==> config.mk <==
export PLATFORM = sky130hd
export DESIGN_NAME = lookahead_peak_limiter
export DESIGN_NICKNAME = d
export VERILOG_FILES = /design/src/hdl/lpl_pkg.sv /design/src/hdl/lookahead_peak_limiter.sv
export SDC_FILE = /design/constraint.sdc
export NUM_CORES = 2
export LEC_CHECK = 0
export BUFFER_PORTS_ARGS = -buffer_cell sky130_fd_sc_hd__buf_2
export CAP_MARGIN = 20
export CORE_UTILIZATION = 25
export DETAILED_ROUTE_END_ITERATION = 8
export PLACE_DENSITY = 0.4
export REMOVE_ABC_BUFFERS = 1
export SYNTH_ARGS = -nofsm -noshare
export SYNTH_HDL_FRONTEND = slang
export SYNTH_SLANG_ARGS = --single-unit
==> constraint.sdc <==
create_clock -name clock -period 33.7 [get_ports clock]
set_input_delay 1.685 -clock clock [delete_from_list [all_inputs] [get_ports clock]]
set_output_delay 1.685 -clock clock [all_outputs]
set_load 0.05 [all_outputs]
==> src/hdl/lpl_pkg.sv <==
// Shared constants for the look-ahead peak limiter.
// Used by lookahead_peak_limiter and tb; depends on nothing else.
package lpl_pkg;

   localparam int DATA_W        = 16;
   localparam int PEAK_W        = 32;
   localparam int COEF_W        = 17;  // Q1.15 values 0..32768
   localparam int ACC_W         = 49;  // 17 x 32 product
   localparam int CSR_IDX_W     = 2;
   localparam int DEF_DELAY_TAPS = 5;
   localparam int DIV_STEPS     = 15;  // quotient is always below unity

   localparam logic [COEF_W-1:0] UNITY_Q15 = 17'd32768;

   localparam logic [CSR_IDX_W-1:0] CSR_THRESHOLD = 2'd0;
   localparam logic [CSR_IDX_W-1:0] CSR_ATTACK    = 2'd1;
   localparam logic [CSR_IDX_W-1:0] CSR_RELEASE   = 2'd2;

   localparam logic [DATA_W-1:0] THRESHOLD_RST = 16'd32768;
   localparam logic [DATA_W-1:0] ATTACK_RST    = 16'd328;
   localparam logic [DATA_W-1:0] RELEASE_RST   = 16'd33;

   // A coefficient above unity acts as unity.
   function automatic logic [COEF_W-1:0] sat_coeff(input logic [DATA_W-1:0] c);
      logic [COEF_W-1:0] r;
      r = c[DATA_W-1] ? UNITY_Q15 : {1'b0, c};
      return r;
   endfunction

endpackage

==> src/hdl/lookahead_peak_limiter.sv <==
// Look-ahead peak limiter: top level with sequencer, shared multiplier and divider.
// Depends on lpl_pkg.
//
// One signed 16-bit sample enters per word on req_ and one limited sample leaves per word on
// rsp_. Each word runs through the peak follower, the divider when the target gain must be
// divided out, the gain smoother and the output scaling, up to the result register being
// loaded, which waits while the output register is full; the input is not ready meanwhile
// and becomes ready again in the following clock. It uses one shared 17 x 32 multiplier,
// five times per word for the peak follower, the gain smoother and the output scaling, and
// a restoring divider that produces one quotient bit per clock. A finished result waits in
// the output register while the next word is already being processed. A start flag in
// req_tuser clears peak, gain and the delay line before its own word is processed.
module lookahead_peak_limiter #(
   parameter int DELAY_TAPS = lpl_pkg::DEF_DELAY_TAPS
) (
   input  logic                            clock,
   input  logic                            reset,
   input  logic                            req_tvalid,
   output logic                            req_tready,
   input  logic [lpl_pkg::DATA_W-1:0]      req_tdata,   // [15:0] sample_in
   input  logic                            req_tuser,   // [0] start_run
   output logic                            rsp_tvalid,
   input  logic                            rsp_tready,
   output logic [lpl_pkg::DATA_W-1:0]      rsp_tdata,   // [15:0] sample_out
   input  logic                            csr_we,
   input  logic [lpl_pkg::CSR_IDX_W-1:0]   csr_index,
   input  logic [lpl_pkg::DATA_W-1:0]      csr_wdata
);
   import lpl_pkg::*;

   localparam logic [3:0] ST_IDLE = 4'd0;
   localparam logic [3:0] ST_PK0  = 4'd1;
   localparam logic [3:0] ST_PK1  = 4'd2;
   localparam logic [3:0] ST_PKW  = 4'd3;
   localparam logic [3:0] ST_DIV  = 4'd4;
   localparam logic [3:0] ST_GN0  = 4'd5;
   localparam logic [3:0] ST_GN1  = 4'd6;
   localparam logic [3:0] ST_GNW  = 4'd7;
   localparam logic [3:0] ST_OUT  = 4'd8;
   localparam logic [3:0] ST_RES  = 4'd9;

   localparam int CNT_W = $clog2(DIV_STEPS);

   logic [3:0]               state_ff, state_in;
   logic [DATA_W-1:0]        thr_ff, atk_ff, rel_ff;
   logic [PEAK_W-1:0]        peak_ff, peak_in;
   logic [DATA_W-1:0]        gain_ff, gain_in;
   logic signed [DATA_W-1:0] delay_ff [DELAY_TAPS];
   logic signed [DATA_W-1:0] x_ff, d_ff;
   logic [ACC_W-1:0]         acc_ff, acc_in;
   logic [PEAK_W-1:0]        rem_ff, rem_in;
   logic [DATA_W-1:0]        f_ff, f_in;
   logic [CNT_W-1:0]         cnt_ff, cnt_in;
   logic                     rsp_valid_ff, rsp_valid_in;
   logic [DATA_W-1:0]        rsp_data_ff, rsp_data_in;

   logic                     accept;
   logic [DATA_W-1:0]        mag;
   logic [PEAK_W-1:0]        target;
   logic [PEAK_W-1:0]        thr_shift;
   logic                     use_attack;
   logic [COEF_W-1:0]        coef;
   logic [COEF_W-1:0]        mul_a;
   logic [PEAK_W-1:0]        mul_b;
   logic [ACC_W-1:0]         prod;
   logic [PEAK_W-1:0]        peak_new;
   logic [PEAK_W:0]          rem_dbl;
   logic                     rem_ge;
   logic [DATA_W-1:0]        dmag;
   logic [DATA_W-1:0]        pmag;
   logic [DATA_W-1:0]        res;
   logic                     out_free;

   assign accept     = req_tvalid && req_tready;
   assign req_tready = (state_ff == ST_IDLE);
   assign rsp_tvalid = rsp_valid_ff;
   assign rsp_tdata  = rsp_data_ff;
   assign out_free   = !rsp_valid_ff || rsp_tready;

   // Magnitudes of the current and the delayed sample; -32768 gives 32768.
   assign mag       = x_ff[DATA_W-1] ? DATA_W'(-x_ff) : DATA_W'(x_ff);
   assign dmag      = d_ff[DATA_W-1] ? DATA_W'(-d_ff) : DATA_W'(d_ff);
   assign target    = {mag, 16'b0};
   assign thr_shift = {thr_ff, 16'b0};
   assign peak_new  = acc_ff[46:15];

   always_comb begin
      if (state_ff == ST_PK0 || state_ff == ST_PK1) begin
         use_attack = (target > peak_ff);
      end else begin
         use_attack = (f_ff < gain_ff);
      end
      coef = use_attack ? sat_coeff(atk_ff) : sat_coeff(rel_ff);
   end

   // Operand selection for the shared multiplier.
   always_comb begin
      mul_a = coef;
      mul_b = target;
      case (state_ff)
         ST_PK0: begin
            mul_a = UNITY_Q15 - coef;
            mul_b = peak_ff;
         end
         ST_GN0: begin
            mul_a = UNITY_Q15 - coef;
            mul_b = PEAK_W'(gain_ff);
         end
         ST_GN1: begin
            mul_b = PEAK_W'(f_ff);
         end
         ST_OUT: begin
            mul_a = COEF_W'(gain_ff);
            mul_b = PEAK_W'(dmag);
         end
         default: begin
         end
      endcase
   end

   assign prod = ACC_W'(mul_a) * ACC_W'(mul_b);

   assign rem_dbl = {rem_ff, 1'b0};
   assign rem_ge  = (rem_dbl >= {1'b0, peak_ff});

   assign pmag = acc_ff[30:15];
   assign res  = (d_ff == '0) ? x_ff :
                 (d_ff[DATA_W-1] ? DATA_W'(-pmag) : pmag);

   always_comb begin
      state_in     = state_ff;
      peak_in      = peak_ff;
      gain_in      = gain_ff;
      acc_in       = acc_ff;
      rem_in       = rem_ff;
      f_in         = f_ff;
      cnt_in       = cnt_ff;
      rsp_valid_in = rsp_valid_ff && !rsp_tready;
      rsp_data_in  = rsp_data_ff;
      unique case (state_ff)
         ST_IDLE: begin
            if (accept) begin
               state_in = ST_PK0;
               if (req_tuser) begin
                  peak_in = '0;
                  gain_in = UNITY_Q15[DATA_W-1:0];
               end
            end
         end
         ST_PK0: begin
            acc_in   = prod;
            state_in = ST_PK1;
         end
         ST_PK1: begin
            acc_in   = acc_ff + prod;
            state_in = ST_PKW;
         end
         ST_PKW: begin
            peak_in = peak_new;
            rem_in  = thr_shift;
            cnt_in  = '0;
            if (peak_new == '0 || thr_shift >= peak_new) begin
               f_in     = UNITY_Q15[DATA_W-1:0];
               state_in = ST_GN0;
            end else begin
               f_in     = '0;
               state_in = ST_DIV;
            end
         end
         ST_DIV: begin
            // One quotient bit per clock; the remainder stays below the peak.
            if (rem_ge) begin
               rem_in = PEAK_W'(rem_dbl - {1'b0, peak_ff});
            end else begin
               rem_in = rem_dbl[PEAK_W-1:0];
            end
            f_in   = {f_ff[DATA_W-2:0], rem_ge};
            cnt_in = cnt_ff + 1'b1;
            if (cnt_ff == CNT_W'(DIV_STEPS - 1)) begin
               state_in = ST_GN0;
            end
         end
         ST_GN0: begin
            acc_in   = prod;
            state_in = ST_GN1;
         end
         ST_GN1: begin
            acc_in   = acc_ff + prod;
            state_in = ST_GNW;
         end
         ST_GNW: begin
            gain_in  = acc_ff[30:15];
            state_in = ST_OUT;
         end
         ST_OUT: begin
            acc_in   = prod;
            state_in = ST_RES;
         end
         ST_RES: begin
            if (out_free) begin
               rsp_valid_in = 1'b1;
               rsp_data_in  = res;
               state_in     = ST_IDLE;
            end
         end
         default: begin
            state_in = ST_IDLE;
         end
      endcase
   end

   always_ff @(posedge clock) begin
      if (reset) begin
         state_ff     <= ST_IDLE;
         rsp_valid_ff <= 1'b0;
         thr_ff       <= THRESHOLD_RST;
         atk_ff       <= ATTACK_RST;
         rel_ff       <= RELEASE_RST;
         peak_ff      <= '0;
         gain_ff      <= UNITY_Q15[DATA_W-1:0];
         for (int k = 0; k < DELAY_TAPS; k++) begin
            delay_ff[k] <= '0;
         end
      end else begin
         state_ff     <= state_in;
         rsp_valid_ff <= rsp_valid_in;
         peak_ff      <= peak_in;
         gain_ff      <= gain_in;
         if (csr_we) begin
            unique case (csr_index)
               CSR_THRESHOLD: thr_ff <= csr_wdata;
               CSR_ATTACK:    atk_ff <= csr_wdata;
               CSR_RELEASE:   rel_ff <= csr_wdata;
               default: begin
               end
            endcase
         end
         // The delayed sample is taken before the new one shifts in.
         if (accept) begin
            for (int k = 1; k < DELAY_TAPS; k++) begin
               delay_ff[k] <= req_tuser ? '0 : delay_ff[k-1];
            end
            delay_ff[0] <= req_tdata;
         end
      end
   end

   always_ff @(posedge clock) begin
      acc_ff      <= acc_in;
      rem_ff      <= rem_in;
      f_ff        <= f_in;
      cnt_ff      <= cnt_in;
      rsp_data_ff <= rsp_data_in;
      if (accept) begin
         x_ff <= req_tdata;
         d_ff <= req_tuser ? '0 : delay_ff[DELAY_TAPS-1];
      end
   end

endmodule

==> impl_metrics.json <==
{
  "clk_latency_ns": 0.59,
  "area_growth_pct": 10.9,
  "holdPathStages": 2,
  "critPathSlowestCell": "or4_1",
  "r2r_cells": 46,
  "cp_common_cell": "fa_1",
  "via_per_inst": 4.69,
  "n_antenna_cell": 0,
  "ctsResizeCount": 0,
  "rsz0062_at_grt": "no",
  "layout_commonest_cell": "inv_1",
  "clock_sinks": 328,
  "hold_path.class": "reg2reg",
  "max_stage_delay_ns": 0.61,
  "holdBufCountCts": 0,
  "fin_skew_ns": 0.0322,
  "grt_util_all_layers_pct": 16.4,
  "antenna_found_initial": 0,
  "grt_pass1_vias": 29500,
  "tns_ns": 0,
  "cp_data_required_time_ns": 34.04,
  "start_util_pct": 25.3,
  "fmax_mhz": 71.0,
  "synth.distinct_cells": 88,
  "period_minus_slack_ns": 14.09,
  "final_cell_mix": "686 x inv_1, 640 x nand2_1, 450 x fa_1",
  "cts_tree": "built",
  "root_buffer": "clkbuf_16",
  "avgSynthCellArea_um2": 8.92,
  "dp_slack_ns": 19.66,
  "cts_buffer_depth": 3,
  "setup_ws_ns": 19.61,
  "rows": 140,
  "report.final.slew_viol_count": 0,
  "core_um2": 146000,
  "post-route-period-util_pct": 41.8,
  "htree_num_levels": 2,
  "cts_buffers": 38,
  "synth_warnings": 0,
  "die_y_um": 387,
  "synth_top_area_cell": "fa_1",
  "critical_path_class": "reg2reg",
  "r2r_setup_slack_ns": 19.61,
  "cap_viol_max_count": 0,
  "die_x_um": 387,
  "worstMarginPinSlew_ns": 1.09,
  "synth_top_area_share_pct": 24.4,
  "grt_max_degree": 81,
  "drtIter0Drc": 1832,
  "wire_per_inst_um": 20.1,
  "dr.pass1.iters": 7,
  "dp_hpwl_um": 91900,
  "ys.flop_type": "edfxtp_1",
  "status": "finished clean",
  "synth_edf_count": 227,
  "finalSetupViolations": 0,
  "cp_max_fo": 39,
  "portBuffers": 57,
  "ant_nets": 0,
  "drc": 0,
  "layout-drive-gt1-share_pct": 6.47,
  "syn_area_um2": 37000,
  "hold_viol_final": 0,
  "ys_async_sr_fraction_pct": 0,
  "gp_congestion": 0.897,
  "yosysSeqAreaShare_pct": 23.9,
  "clkTransAtPathRegs_ns": 0.06,
  "synth-seq-cells": 328,
  "finalWirelength_um": 122000,
  "nets": 4892,
  "cts_setup_buffers": 0,
  "die-area_um2": 149000,
  "io_pins": 58,
  "worst_setup_path_end_kind": "register",
  "synth_cells": 4145,
  "relSlewSlack_pct": 27.0,
  "arrival_ns": 14.42,
  "grt_overflow": 0,
  "grt_pass1_wl_um": 188000,
  "synth.area.top_cells": "fa_1 24%, edfxtp_1 18%, ha_1 8.3%",
  "critPathLaunchType": "register",
  "vias": 28700
}
-- worst max-delay path, delay by kind of cell (launching register included) --
family | cells | cell delay (ns)
AOI/OAI and AO/OA | 15 | 3.40
xor gates and xnor gates | 3 | 0.48
adders and majority gates | 9 | 4.19
buffers and inverters | 6 | 1.18
DFF | 1 | 0.48
muxes | 2 | 0.70
and+or+nand+nor | 11 | 3.29
-- stage by stage --
stage          util [%]  hold WS, ns  std cells  cell area, um2
2_1_floorplan         -        0.426       3986           36300
3_3_place_gp       27.1        0.445       6031           39700
3_5_place_dp       27.2        0.449       6033           39700
4_1_cts            28.0        0.458       6102           41000
5_1_grt            28.0        0.492       6104           41000
6_report           28.0        0.461       6104           41000
-- kinds of logic after synthesis --
| logic type | Yosys count | share of synthesized area, % |
|---|---|---|
| xor+xnor | 161 | 3.85 |
| mux | 34 | 0.995 |
| fa+ha+maj | 694 | 32.6 |
| compound gates | 701 | 12.4 |
| simple gates | 1352 | 17.1 |
| flops | 328 | 23.9 |
| other cells | 2 | 0.0203 |
| buf+inv | 873 | 9.15 |
-- per-layer routing --
metal  wire length (um)  GRT usage, %  vias to the layer above  part of all wire (%)
li1                   -             -                    13500                     -
met1              58200          22.9                    14500                    47
met2              57500          27.6                      537                    47
met3               4280          1.31                      100                   3.5
met4               2520          3.35                        0                   2.1
met5                  0             0                        -                     0
-- path summary, 6_finish.rpt --
kind / from / end
hold / removal: atk_ff[10] / atk_ff[10]
setup reg to reg: x_ff[5] / acc_ff[40]
hold reg to reg: atk_ff[10] / atk_ff[10]
setup / recovery: x_ff[5] / acc_ff[40]
-- synthesized netlist by cell type (84+ instances only) --
master / instances
a21o_1: 84
and2_1: 192
a21oi_1: 200
inv_1: 686
nand2_1: 643
clkbuf_1: 145
fa_1: 450
xor2_1: 85
nor2_1: 218
dfxtp_1: 101
edfxtp_1: 227
o21ai_0: 136
ha_1: 244
-- state kept, by name, summed over array words and instances (netlist names), 32 cells and up --
signal    cells
delay_ff     80
rem_ff       32
peak_ff      32
acc_ff       47
-- cell type report --
cell class                 instances  area, um2
sequential                       328       8840
clock inverter                    19        174
inverter                         686       2570
tap                             1917       2400
multi-input combinational       2972      25000
clock buffer                      50       1070
fill                           15700     105000
timing repair buffer             132        923
Power is left out: the tool's default activity adds up to more than one toggle a clock period on the data nets, which glitch-free logic cannot reach.
